<file path="src/sv/cfd_pkg.sv">
// Shared types, constants and register codes for the command frame deframer.
`timescale 1ns / 1ps

package cfd_pkg;

    localparam int MAX_PAYLOAD_DEF = 128;

    localparam int BYTE_W     = 8;
    localparam int KIND_W     = 2;
    localparam int SLOT_W     = 2;
    localparam int INDEX_W    = 7;
    localparam int CHECK_W    = 16;
    localparam int CFG_IDX_W  = 3;
    localparam int CFG_DATA_W = 16;

    localparam logic [BYTE_W-1:0]  HEADER_RST = 8'h24;
    localparam logic [BYTE_W-1:0]  SLOT0_ID_RST = 8'h01;
    localparam logic [BYTE_W-1:0]  SLOT0_LEN_RST = 8'd45;
    localparam logic [BYTE_W-1:0]  SLOT1_ID_RST = 8'h02;
    localparam logic [BYTE_W-1:0]  SLOT1_LEN_RST = 8'd81;
    localparam logic [BYTE_W-1:0]  SLOT2_ID_RST = 8'h55;
    localparam logic [BYTE_W-1:0]  SLOT2_LEN_RST = 8'd0;
    localparam logic [CHECK_W-1:0] CHECK_RST = 16'h5555;

    typedef enum logic [CFG_IDX_W-1:0] {
        REG_HEADER    = 3'd0,
        REG_SLOT0_ID  = 3'd1,
        REG_SLOT0_LEN = 3'd2,
        REG_SLOT1_ID  = 3'd3,
        REG_SLOT1_LEN = 3'd4,
        REG_SLOT2_ID  = 3'd5,
        REG_SLOT2_LEN = 3'd6,
        REG_CHECK     = 3'd7
    } cfg_idx_t;

    typedef enum logic [KIND_W-1:0] {
        EV_PAYLOAD  = 2'd0,
        EV_ACCEPT   = 2'd1,
        EV_BADCHECK = 2'd2,
        EV_UNKNOWN  = 2'd3
    } event_kind_t;

    localparam logic [SLOT_W-1:0] SLOT_0 = 2'd0;
    localparam logic [SLOT_W-1:0] SLOT_1 = 2'd1;
    localparam logic [SLOT_W-1:0] SLOT_2 = 2'd2;

    typedef struct packed {
        logic [BYTE_W-1:0]  header;
        logic [BYTE_W-1:0]  slot0_ident;
        logic [BYTE_W-1:0]  slot0_length;
        logic [BYTE_W-1:0]  slot1_ident;
        logic [BYTE_W-1:0]  slot1_length;
        logic [BYTE_W-1:0]  slot2_ident;
        logic [BYTE_W-1:0]  slot2_length;
        logic [CHECK_W-1:0] expected_check;
    } cfg_t;

    typedef struct packed {
        logic                vld;
        event_kind_t         kind;
        logic [SLOT_W-1:0]   slot;
        logic [INDEX_W-1:0]  idx;
        logic [BYTE_W-1:0]   data;
    } evt_t;

endpackage

</file>
<file path="src/sv/cfd_cfg_regs.sv">
// Configuration register file for the deframer.
`timescale 1ns / 1ps

module cfd_cfg_regs (
    input  logic                             clk,
    input  logic                             rst_n,
    input  logic                             cfg_wr_en,
    input  logic [cfd_pkg::CFG_IDX_W-1:0]    cfg_index,
    input  logic [cfd_pkg::CFG_DATA_W-1:0]   cfg_data,
    output cfd_pkg::cfg_t                    cfg
);
    import cfd_pkg::*;

    cfg_t cfg_reg;
    cfg_t cfg_next;

    always_comb
    begin
        cfg_next = cfg_reg;
        if (cfg_wr_en)
        begin
            case (cfg_idx_t'(cfg_index))
                REG_HEADER:    cfg_next.header         = cfg_data[BYTE_W-1:0];
                REG_SLOT0_ID:  cfg_next.slot0_ident    = cfg_data[BYTE_W-1:0];
                REG_SLOT0_LEN: cfg_next.slot0_length   = cfg_data[BYTE_W-1:0];
                REG_SLOT1_ID:  cfg_next.slot1_ident    = cfg_data[BYTE_W-1:0];
                REG_SLOT1_LEN: cfg_next.slot1_length   = cfg_data[BYTE_W-1:0];
                REG_SLOT2_ID:  cfg_next.slot2_ident    = cfg_data[BYTE_W-1:0];
                REG_SLOT2_LEN: cfg_next.slot2_length   = cfg_data[BYTE_W-1:0];
                REG_CHECK:     cfg_next.expected_check = cfg_data[CHECK_W-1:0];
                default:       cfg_next = cfg_reg;
            endcase
        end
    end

    always_ff @(posedge clk or negedge rst_n)
    begin
        if (!rst_n)
        begin
            cfg_reg.header         <= HEADER_RST;
            cfg_reg.slot0_ident    <= SLOT0_ID_RST;
            cfg_reg.slot0_length   <= SLOT0_LEN_RST;
            cfg_reg.slot1_ident    <= SLOT1_ID_RST;
            cfg_reg.slot1_length   <= SLOT1_LEN_RST;
            cfg_reg.slot2_ident    <= SLOT2_ID_RST;
            cfg_reg.slot2_length   <= SLOT2_LEN_RST;
            cfg_reg.expected_check <= CHECK_RST;
        end
        else
        begin
            cfg_reg <= cfg_next;
        end
    end

    assign cfg = cfg_reg;

endmodule

</file>
<file path="src/sv/cfd_parser.sv">
// Frame parser: phase state machine and per-byte event decode.
`timescale 1ns / 1ps

module cfd_parser #(
    parameter int MAX_PAYLOAD = cfd_pkg::MAX_PAYLOAD_DEF
) (
    input  logic                         clk,
    input  logic                         rst_n,
    input  logic                         step,
    input  logic [cfd_pkg::BYTE_W-1:0]   byte_in,
    input  cfd_pkg::cfg_t                cfg,
    output cfd_pkg::evt_t                evt
);
    import cfd_pkg::*;

    localparam logic [BYTE_W-1:0] MaxLen = BYTE_W'(MAX_PAYLOAD);

    typedef enum logic [4:0] {
        PH_HUNT     = 5'b00001,
        PH_COMMAND  = 5'b00010,
        PH_PAYLOAD  = 5'b00100,
        PH_CHECK_HI = 5'b01000,
        PH_CHECK_LO = 5'b10000
    } phase_t;

    phase_t              phase_reg, phase_next;
    logic [SLOT_W-1:0]   slot_reg, slot_next;
    logic [BYTE_W-1:0]   count_reg, count_next;
    logic [BYTE_W-1:0]   check_hi_reg, check_hi_next;

    logic [BYTE_W-1:0]   len0, len1, len2, act_len, hit_len;
    logic                hit0, hit1, hit2;
    logic [SLOT_W-1:0]   hit_slot;
    logic [BYTE_W:0]     count_inc;

    function automatic logic [BYTE_W-1:0] sat_len(input logic [BYTE_W-1:0] len);
        return (len > MaxLen) ? MaxLen : len;
    endfunction

    assign len0 = sat_len(cfg.slot0_length);
    assign len1 = sat_len(cfg.slot1_length);
    assign len2 = sat_len(cfg.slot2_length);

    assign hit0 = (byte_in == cfg.slot0_ident);
    assign hit1 = (byte_in == cfg.slot1_ident);
    assign hit2 = (byte_in == cfg.slot2_ident);

    // lowest matching slot wins
    always_comb
    begin
        if (hit0)
        begin
            hit_slot = SLOT_0;
            hit_len  = len0;
        end
        else if (hit1)
        begin
            hit_slot = SLOT_1;
            hit_len  = len1;
        end
        else
        begin
            hit_slot = SLOT_2;
            hit_len  = len2;
        end
    end

    always_comb
    begin
        case (slot_reg)
            SLOT_0:  act_len = len0;
            SLOT_1:  act_len = len1;
            default: act_len = len2;
        endcase
    end

    assign count_inc = {1'b0, count_reg} + 9'd1;

    always_comb
    begin
        phase_next    = phase_reg;
        slot_next     = slot_reg;
        count_next    = count_reg;
        check_hi_next = check_hi_reg;
        evt           = '0;
        evt.kind      = EV_PAYLOAD;
        case (phase_reg)
            PH_COMMAND:
            begin
                if (!(hit0 || hit1 || hit2))
                begin
                    phase_next = PH_HUNT;
                    evt.vld    = 1'b1;
                    evt.kind   = EV_UNKNOWN;
                    evt.slot   = SLOT_0;
                    evt.data   = byte_in;
                end
                else
                begin
                    slot_next  = hit_slot;
                    count_next = '0;
                    phase_next = (hit_len == '0) ? PH_CHECK_HI : PH_PAYLOAD;
                end
            end
            PH_PAYLOAD:
            begin
                evt.vld    = 1'b1;
                evt.kind   = EV_PAYLOAD;
                evt.slot   = slot_reg;
                evt.idx    = count_reg[INDEX_W-1:0];
                evt.data   = byte_in;
                count_next = count_inc[BYTE_W-1:0];
                if (count_inc >= {1'b0, act_len})
                begin
                    phase_next = PH_CHECK_HI;
                end
            end
            PH_CHECK_HI:
            begin
                check_hi_next = byte_in;
                phase_next    = PH_CHECK_LO;
            end
            PH_CHECK_LO:
            begin
                phase_next = PH_HUNT;
                evt.vld    = 1'b1;
                evt.kind   = ({check_hi_reg, byte_in} == cfg.expected_check) ?
                             EV_ACCEPT : EV_BADCHECK;
                evt.slot   = slot_reg;
            end
            default:
            begin
                phase_next = (byte_in == cfg.header) ? PH_COMMAND : PH_HUNT;
            end
        endcase
    end

    always_ff @(posedge clk or negedge rst_n)
    begin
        if (!rst_n)
        begin
            phase_reg    <= PH_HUNT;
            slot_reg     <= '0;
            count_reg    <= '0;
            check_hi_reg <= '0;
        end
        else if (step)
        begin
            phase_reg    <= phase_next;
            slot_reg     <= slot_next;
            count_reg    <= count_next;
            check_hi_reg <= check_hi_next;
        end
    end

endmodule

</file>
<file path="src/sv/command_frame_deframer.sv">
// Top level: input register, parser and result register of the command frame deframer.
// Each byte passes the input register, then the parser; a result (if any) is registered.
// Throughput: one byte per cycle unless stalled; the parser decodes a byte in one pass.
// A held result back-pressures the input register, which stalls the input only when full.
// Reset: parser hunting for a header, registers at their default values, both stages empty.
`timescale 1ns / 1ps

module command_frame_deframer #(
    parameter int MAX_PAYLOAD = cfd_pkg::MAX_PAYLOAD_DEF
) (
    input  logic                            clk,
    input  logic                            rst_n,
    input  logic                            in_valid,
    output logic                            in_stall,
    input  logic [cfd_pkg::BYTE_W-1:0]      rx_byte,
    output logic                            out_valid,
    input  logic                            out_stall,
    output logic [cfd_pkg::KIND_W-1:0]      event_kind,
    output logic [cfd_pkg::SLOT_W-1:0]      command_slot,
    output logic [cfd_pkg::INDEX_W-1:0]     byte_index,
    output logic [cfd_pkg::BYTE_W-1:0]      data_byte,
    input  logic                            cfg_wr_en,
    input  logic [cfd_pkg::CFG_IDX_W-1:0]   cfg_index,
    input  logic [cfd_pkg::CFG_DATA_W-1:0]  cfg_data
);
    import cfd_pkg::*;

    cfg_t               cfg;
    evt_t               evt;

    logic               s1_vld_reg, s1_vld_next;
    logic [BYTE_W-1:0]  s1_byte_reg;
    logic               out_vld_reg, out_vld_next;
    logic [KIND_W-1:0]  kind_reg;
    logic [SLOT_W-1:0]  slot_reg;
    logic [INDEX_W-1:0] idx_reg;
    logic [BYTE_W-1:0]  data_reg;

    logic               consume;
    logic               take_in;
    logic               load_out;

    cfd_cfg_regs u_cfg (
        .clk       (clk),
        .rst_n     (rst_n),
        .cfg_wr_en (cfg_wr_en),
        .cfg_index (cfg_index),
        .cfg_data  (cfg_data),
        .cfg       (cfg)
    );

    cfd_parser #(
        .MAX_PAYLOAD (MAX_PAYLOAD)
    ) u_parser (
        .clk     (clk),
        .rst_n   (rst_n),
        .step    (consume),
        .byte_in (s1_byte_reg),
        .cfg     (cfg),
        .evt     (evt)
    );

    // the stored byte moves on whenever the result slot is free or draining
    assign consume  = s1_vld_reg && (!out_vld_reg || !out_stall);
    assign in_stall = s1_vld_reg && !consume;
    assign take_in  = in_valid && !in_stall;
    assign load_out = consume && evt.vld;

    assign s1_vld_next  = take_in || (s1_vld_reg && !consume);
    assign out_vld_next = load_out || (out_vld_reg && out_stall);

    always_ff @(posedge clk or negedge rst_n)
    begin
        if (!rst_n)
        begin
            s1_vld_reg  <= 1'b0;
            out_vld_reg <= 1'b0;
        end
        else
        begin
            s1_vld_reg  <= s1_vld_next;
            out_vld_reg <= out_vld_next;
        end
    end

    always_ff @(posedge clk)
    begin
        if (take_in)
        begin
            s1_byte_reg <= rx_byte;
        end
        if (load_out)
        begin
            kind_reg <= evt.kind;
            slot_reg <= evt.slot;
            idx_reg  <= evt.idx;
            data_reg <= evt.data;
        end
    end

    assign out_valid    = out_vld_reg;
    assign event_kind   = kind_reg;
    assign command_slot = slot_reg;
    assign byte_index   = idx_reg;
    assign data_byte    = data_reg;

    a_stall_needs_item: assert property (@(posedge clk) disable iff (!rst_n)
        in_stall |-> (s1_vld_reg && out_vld_reg))
        else $error("input stalled without a held byte and a held result");

    a_frame_index_zero: assert property (@(posedge clk) disable iff (!rst_n)
        (out_valid && (event_kind != EV_PAYLOAD)) |-> (byte_index == '0))
        else $error("frame transaction carries a nonzero byte index");

    a_unknown_slot_zero: assert property (@(posedge clk) disable iff (!rst_n)
        (out_valid && (event_kind == EV_UNKNOWN)) |-> (command_slot == SLOT_0))
        else $error("unknown command reported with a nonzero slot");

    a_slot_in_range: assert property (@(posedge clk) disable iff (!rst_n)
        out_valid |-> (command_slot != 2'd3))
        else $error("result carries an undefined slot number");

endmodule

</file>
<file path="config.mk">
export PLATFORM = sky130hd
export DESIGN_NAME = command_frame_deframer
export DESIGN_NICKNAME = d
export VERILOG_FILES = /design/src/sv/cfd_pkg.sv /design/src/sv/cfd_cfg_regs.sv /design/src/sv/cfd_parser.sv /design/src/sv/command_frame_deframer.sv
export SDC_FILE = /design/constraint.sdc
export NUM_CORES = 1
export LEC_CHECK = 0
export BUFFER_PORTS_ARGS = -buffer_cell sky130_fd_sc_hd__buf_2
export CORE_ASPECT_RATIO = 0.8
export CORE_MARGIN = 2
export CORE_UTILIZATION = 45
export DETAILED_ROUTE_END_ITERATION = 10
export HOLD_SLACK_MARGIN = 0.08
export PLACE_DENSITY_LB_ADDON = 0.05
export SETUP_SLACK_MARGIN = 0.1
export SLEW_MARGIN = 40
export SYNTH_ARGS = -nofsm -noshare
export SYNTH_HDL_FRONTEND = slang
export SYNTH_SLANG_ARGS = --single-unit
</file>
<file path="constraint.sdc">
create_clock -name clk -period 8.2 [get_ports clk]
set_clock_uncertainty 0.1 [all_clocks]
set_input_delay 1.23 -clock clk [delete_from_list [all_inputs] [get_ports clk]]
set_output_delay 1.23 -clock clk [all_outputs]
set_load 0.02 [all_outputs]
</file>
======== Yosys cells after proc, flatten, opt, wreduce, memory -nomap -nowiden ========
Cells that the tools add are included.
operators by class
  $add $sub $neg .......................... 1
  order comparisons ....................... 4
  equality and inequality tests ........... 19
  mux-type cells .......................... 20
  reduce and logical (&&, ||, !) cells .... 30
operators by type and width
  kind                 count
  $mux 8               7
  $pmux 8 s2           3
  $eq 8x8->1           4
  $gt 8x8->1 const B   3
  $pmux 5 s4           1
  $reduce_and 2->1     10
  $eq 16x16->1         1
  $mux 5               3
  $pmux 5 s3           1
  $eq 3x3->1 const B   4
  $add 8x1->9 const B  1
  $ge 9x8->1           1
  $logic_not 8->1      1
  $mux 2               4
  $eq 3x2->1 const B   2
  $reduce_and 3->1     2
  $eq 5x2->1 const B   1
  $eq 5x3->1 const B   1
  $eq 5x4->1 const B   1
  $eq 5x5->1 const B   1
  $logic_and 1x1->1    5
  $logic_or 1x1->1     5
  $logic_not 1->1      4
  $mux 4               1
  other kinds (6)      7
storage, ports and cells
  register bits after elaboration ......... 124
  output and inout port bits .............. 21
  logic and storage cells ................. 93

======== Depth between registers and ports, before layout ========
  depth in word-level cells ............... 8
  depth in mapped cells ................... 11

======== Hierarchy ========
From an unflattened synthesis, not the netlist that was laid out.
unflattened totals
  cells, all modules ...................... 472
  area total of the unflattened synthesis .. 6085.8 µm²
by module, submodules not included
  module                  instances  cells an instance  area an instance (µm²)  sequential area each (µm²)
  cfd_cfg_regs            1          160                2785.2                  1830.5
  cfd_parser              1          274                2391.0                  576.8
  command_frame_deframer  1          38                 909.6                   860.8

======== Least setup slack after synthesis ========
No wires, ideal clock.
  path kind ............................... input port to flip-flop
  start point ............................. input out_stall
  end point ............................... register idx_reg[0] (netlist: byte_index[0]) (enable)
  library setup time ...................... 401 ps
  data arrival time ....................... 2370 ps
  data required time ...................... 7699 ps
  setup slack ............................. 5328 ps
  cell stages on the path ................. 3
  path through ............................ nand2_1 -> nand2_1 -> a21oi_1
between the ends
  longest elaborated chain between the ends .. 4
ends and longest elaborated chain
  what                  RTL line                      text
  start, declared       command_frame_deframer.sv:17  input logic out_stall,
  $logic_not 1->1       command_frame_deframer.sv:64  assign consume = s1_vld_reg && (!out_vld_reg || !out_stall);
  $logic_or 1x1->1      command_frame_deframer.sv:64
  $logic_and 1x1->1     command_frame_deframer.sv:64
  $logic_and 1x1->1     command_frame_deframer.sv:67  assign load_out = consume && evt.vld;
  net load_out          command_frame_deframer.sv:41  logic load_out;
  end signal, assigned  command_frame_deframer.sv:96  idx_reg <= evt.idx;
  end, declared         command_frame_deframer.sv:36  logic [INDEX_W-1:0] idx_reg;
The timed path passes the listed nets, and every way through them passes these cells.
A chain may end at the register's enable or synchronous reset.

======== Worst setup path after layout ========
  start point ............................. input out_stall
  end point ............................... output in_stall
between the ends
  longest elaborated chain between the ends .. 5
ends and longest elaborated chain
  what               RTL line                      text
  $logic_not 1->1    command_frame_deframer.sv:64
  $logic_or 1x1->1   command_frame_deframer.sv:64
  $logic_and 1x1->1  command_frame_deframer.sv:64
  $logic_not 1->1    command_frame_deframer.sv:65  assign in_stall = s1_vld_reg && !consume;
  $logic_and 1x1->1  command_frame_deframer.sv:65
  end, declared      command_frame_deframer.sv:14  output logic in_stall,
Every way passes these cells.

==> qor.yml <==
outcome:
  status: "completed"
setup_path:
  startpoint_type: "input pin"
  end_kind: "output port"
  critPathKind: "in -> out"
  critPathMaxStageDelay_ns: 0.15
  path_cells: "buf_2 -> nand3_1 -> inv_1 -> buf_2"
  r2r-end: "data_byte[6]"
  cp_top_family: "buffers and inverters"
  crit_slowest_cell: "buf_2"
  rrSetupSlack_ns: 5.35
  cp_num_buf_inv: 3
  crit_fanout: 3
  r2r-start: "s1_byte_reg[6]"
  arrival_ns: 1.65
  crit_cells: 4
  crit_top_cell: "buf_2"
  required_ns: 6.87
  rr_worst_depth: 6
floorplan:
  io_pins: 53
  core_area_sq_um: 12820
  dieArea_sq_um: 14040
  start_util_pct: 45.98
  rows: 37
  die_width_um: 132.0
  die_h_um: 106.4
synthesis:
  seq_area_frac_synth_pct: 55.42
  ys.warnings.count: 0
  synth.distinct_cells: 46
  synth_area_leaders: "dfrtp_1 31%, mux2_2 14%, edfxtp_1 14%"
  synth_top_cell_by_area: "dfrtp_1"
  synth-main-ff-cell: "dfrtp_1"
  syn_avg_cell_area_sq_um: 12.52
  synthCells: 471
  async_flop_share_pct: 78.23
  yosys.area.top_type_share_pct: 30.98
  yosys_register_bits: 124
  synth_nets: 512
  synth-edff-count: 27
  netlist_area_sq_um: 5897
detailed_routing:
  ant_nets: 0
  dr.pass1.iters: 4
  initialDrtViolationCount: 254
  wire_per_inst_um: 18.15
  vias_per_cell: 5.318
  vias: 3792
  wl_um: 12940
  drc_errors: 0
pwr:
  p_int_w: 0.001288
  ir_drop_uv: 148.2
  power_density_nw_per_um2: 246.8
  p_sw_share_pct: 24.31
  p_clk_share_pct: 40.4
  p_sw_w: 0.0004138
  p_total_w: 0.001702
  p_leak_nw: 2.873
  power_frac_comb_pct: 12.5
  p_seq_share_pct: 47.1
finish:
  area_growth_pct: 16.97
  multi_input_area_sq_um: 2517
  drive_gt1_share_pct: 34.76
  regArea_sq_um: 3268
  nNetsFinal: 566
  instances_no_fill: 713
  fillers: 1150
  num_antenna_cells: 0
  largest_reg_flops: 72
clocking:
  cts_root_buffer: "clkbuf_16"
  clockBufferDepth: 2
  ctsResizeCount: 0
  clk_latency_ns: 0.42
  cts_setup_buffers: 0
  cts_tree: "yes"
  cts_sinks: 124
  numCtsBuffers: 17
  clk_pin_slew_worst_paths_ns: 0.05
  cts_hold_buf: 0
  cts_max_level: 4
sta:
  hold_violations: 0
  period_minus_slack_ns: 2.977
  rsz0062_at_grt: "false"
  fin_crit_sh_pct: 36.31
  tightest_slew_ns: 0.7593
  relSlewSlack_pct: 49.11
  clock.fmax_mhz: 335.9
  final_max_slew_viol_count: 0
  finalSetupViolCount: 0
  final.setup.tns_ns: 0
flow_run:
  cap_viol_max_count: 0
global_route:
  grt_pass1_wl_um: 21340
  grt_max_degree: 64
  antenna_found_initial: 0
  grt_usage_pct: 20.30
  grt.overflow.total: 0
  grt_pass1_vias: 3847
hold_path:
  min_path_type: "reg -> reg"
  min_from: "u_cfg.cfg[50]"
  whs_endpoint: "u_cfg.cfg[50]"
  hold_depth: 2
place:
  dpl.hpwl_um: 8959
  place_congestion: 0.8698
  portBuffers: 52
  dp_cells: 681
[final cells by class]
class,count,area share [%]
Clock buffer,29,7.256
Clock inverter,3,0.5804
Inverter,12,0.6530
Multi-Input combinational cell,313,36.50
Sequential cell,124,47.38
Tap cell,175,3.174
Timing Repair Buffer,57,4.462
[how the worst max path moves through the flow]
stage                   startpoint                  endpoint  slack [ns]
floorplan                out_stall             byte_index[0]        5.33
finish                   out_stall                  in_stall        5.22
global route        s1_byte_reg[6]              data_byte[3]        5.12
CTS                      out_stall                  in_stall        5.22
detailed placement       out_stall  u_parser.check_hi_reg[3]        5.22
global placement      cfg_index[1]              u_cfg.cfg[9]        5.18
[power by group through the flow]
stage	Sequential [W]	Combinational, W	Clock, W
floorplan	0.000780	0.000172	0
global placement	0.000809	0.000206	0
detailed placement	0.000811	0.000213	0
CTS	0.000802	0.000214	0.000703
global route	0.000814	0.000237	0.000730
finish	0.000802	0.000212	0.000688
[worst register-to-register path, cell delays in order, from the launching register on]
cell and delay, ns:
edfxtp_1 0.59, xor2_1 0.23, nor4_1 0.62, nand2_1 0.26, nand4b_1 0.36, nand2_1 0.23, and2_1 0.22
[layout by cell type (no fill, tap or decap), types with 6 or more instances in the layout]
cell type,instances
mux2_2,73
dfrtp_1,73
buf_2,51
nand2_1,35
xor2_1,28
xnor2_1,27
edfxtp_1,27
dfstp_2,24
and2_1,19
clkbuf_16,17
nor2_1,14
nor4_1,13
inv_1,12
a21oi_1,10
o21ai_0,10
ha_1,9
clkbuf_1,9
nand4_1,8
nand3_1,7
a32o_1,7
o32ai_1,6
[Yosys cell counts, types with 2 or more instances]
cell / count
dfrtp_1: 73
mux2_2: 73
nand2_1: 35
xor2_1: 28
edfxtp_1: 27
xnor2_1: 27
dfstp_2: 24
clkbuf_1: 22
and2_1: 19
nor2_1: 14
nor4_1: 13
inv_1: 12
a21oi_1: 11
o21ai_0: 10
ha_1: 9
nand4_1: 8
a32o_1: 7
nand3_1: 7
o32ai_1: 6
nand4b_1: 4
o21ai_1: 4
mux2_4: 3
mux2i_1: 3
nand2b_1: 3
nor3_1: 3
a21o_1: 2
a31oi_1: 2
nand3b_1: 2
nor3_2: 2
nor3b_1: 2
[per-stage QoR]
stage          utilization, %  hold WS (ns)  setup WS, ns  instance area, sq um
6_report                53.79        0.4197         5.223                  6898
5_1_grt                 53.79        0.4407         5.120                  6898
4_1_cts                 53.76        0.4253         5.219                  6894
3_5_place_dp            49.55        0.4127         5.222                  6354
3_3_place_gp            49.30        0.3988         5.176                  6322
2_1_floorplan               -        0.3842         5.328                  5897
[per-layer routing]
metal	part of all wire (%)	global-route usage, %	vias up
li1	-	-	1807
met1	50	28.85	1871
met2	43	29.61	90
met3	4.1	4.387	24
met4	2.0	9.705	0
met5	0	0	-
[logic make-up (layout without fill, tap and decap cells)]
group           after synthesis  count (layout)  synth area share [%]
fa+ha+maj                     9               9                 1.910
flops                       124             124                 55.42
mux                          79              79                 15.21
xor+xnor                     55              55                 8.169
compound gates               54              54                 6.578
buf+inv                      34             101                 2.164
simple gates                116             116                 10.55
Note: power is estimated with default switching activity, not from simulation.
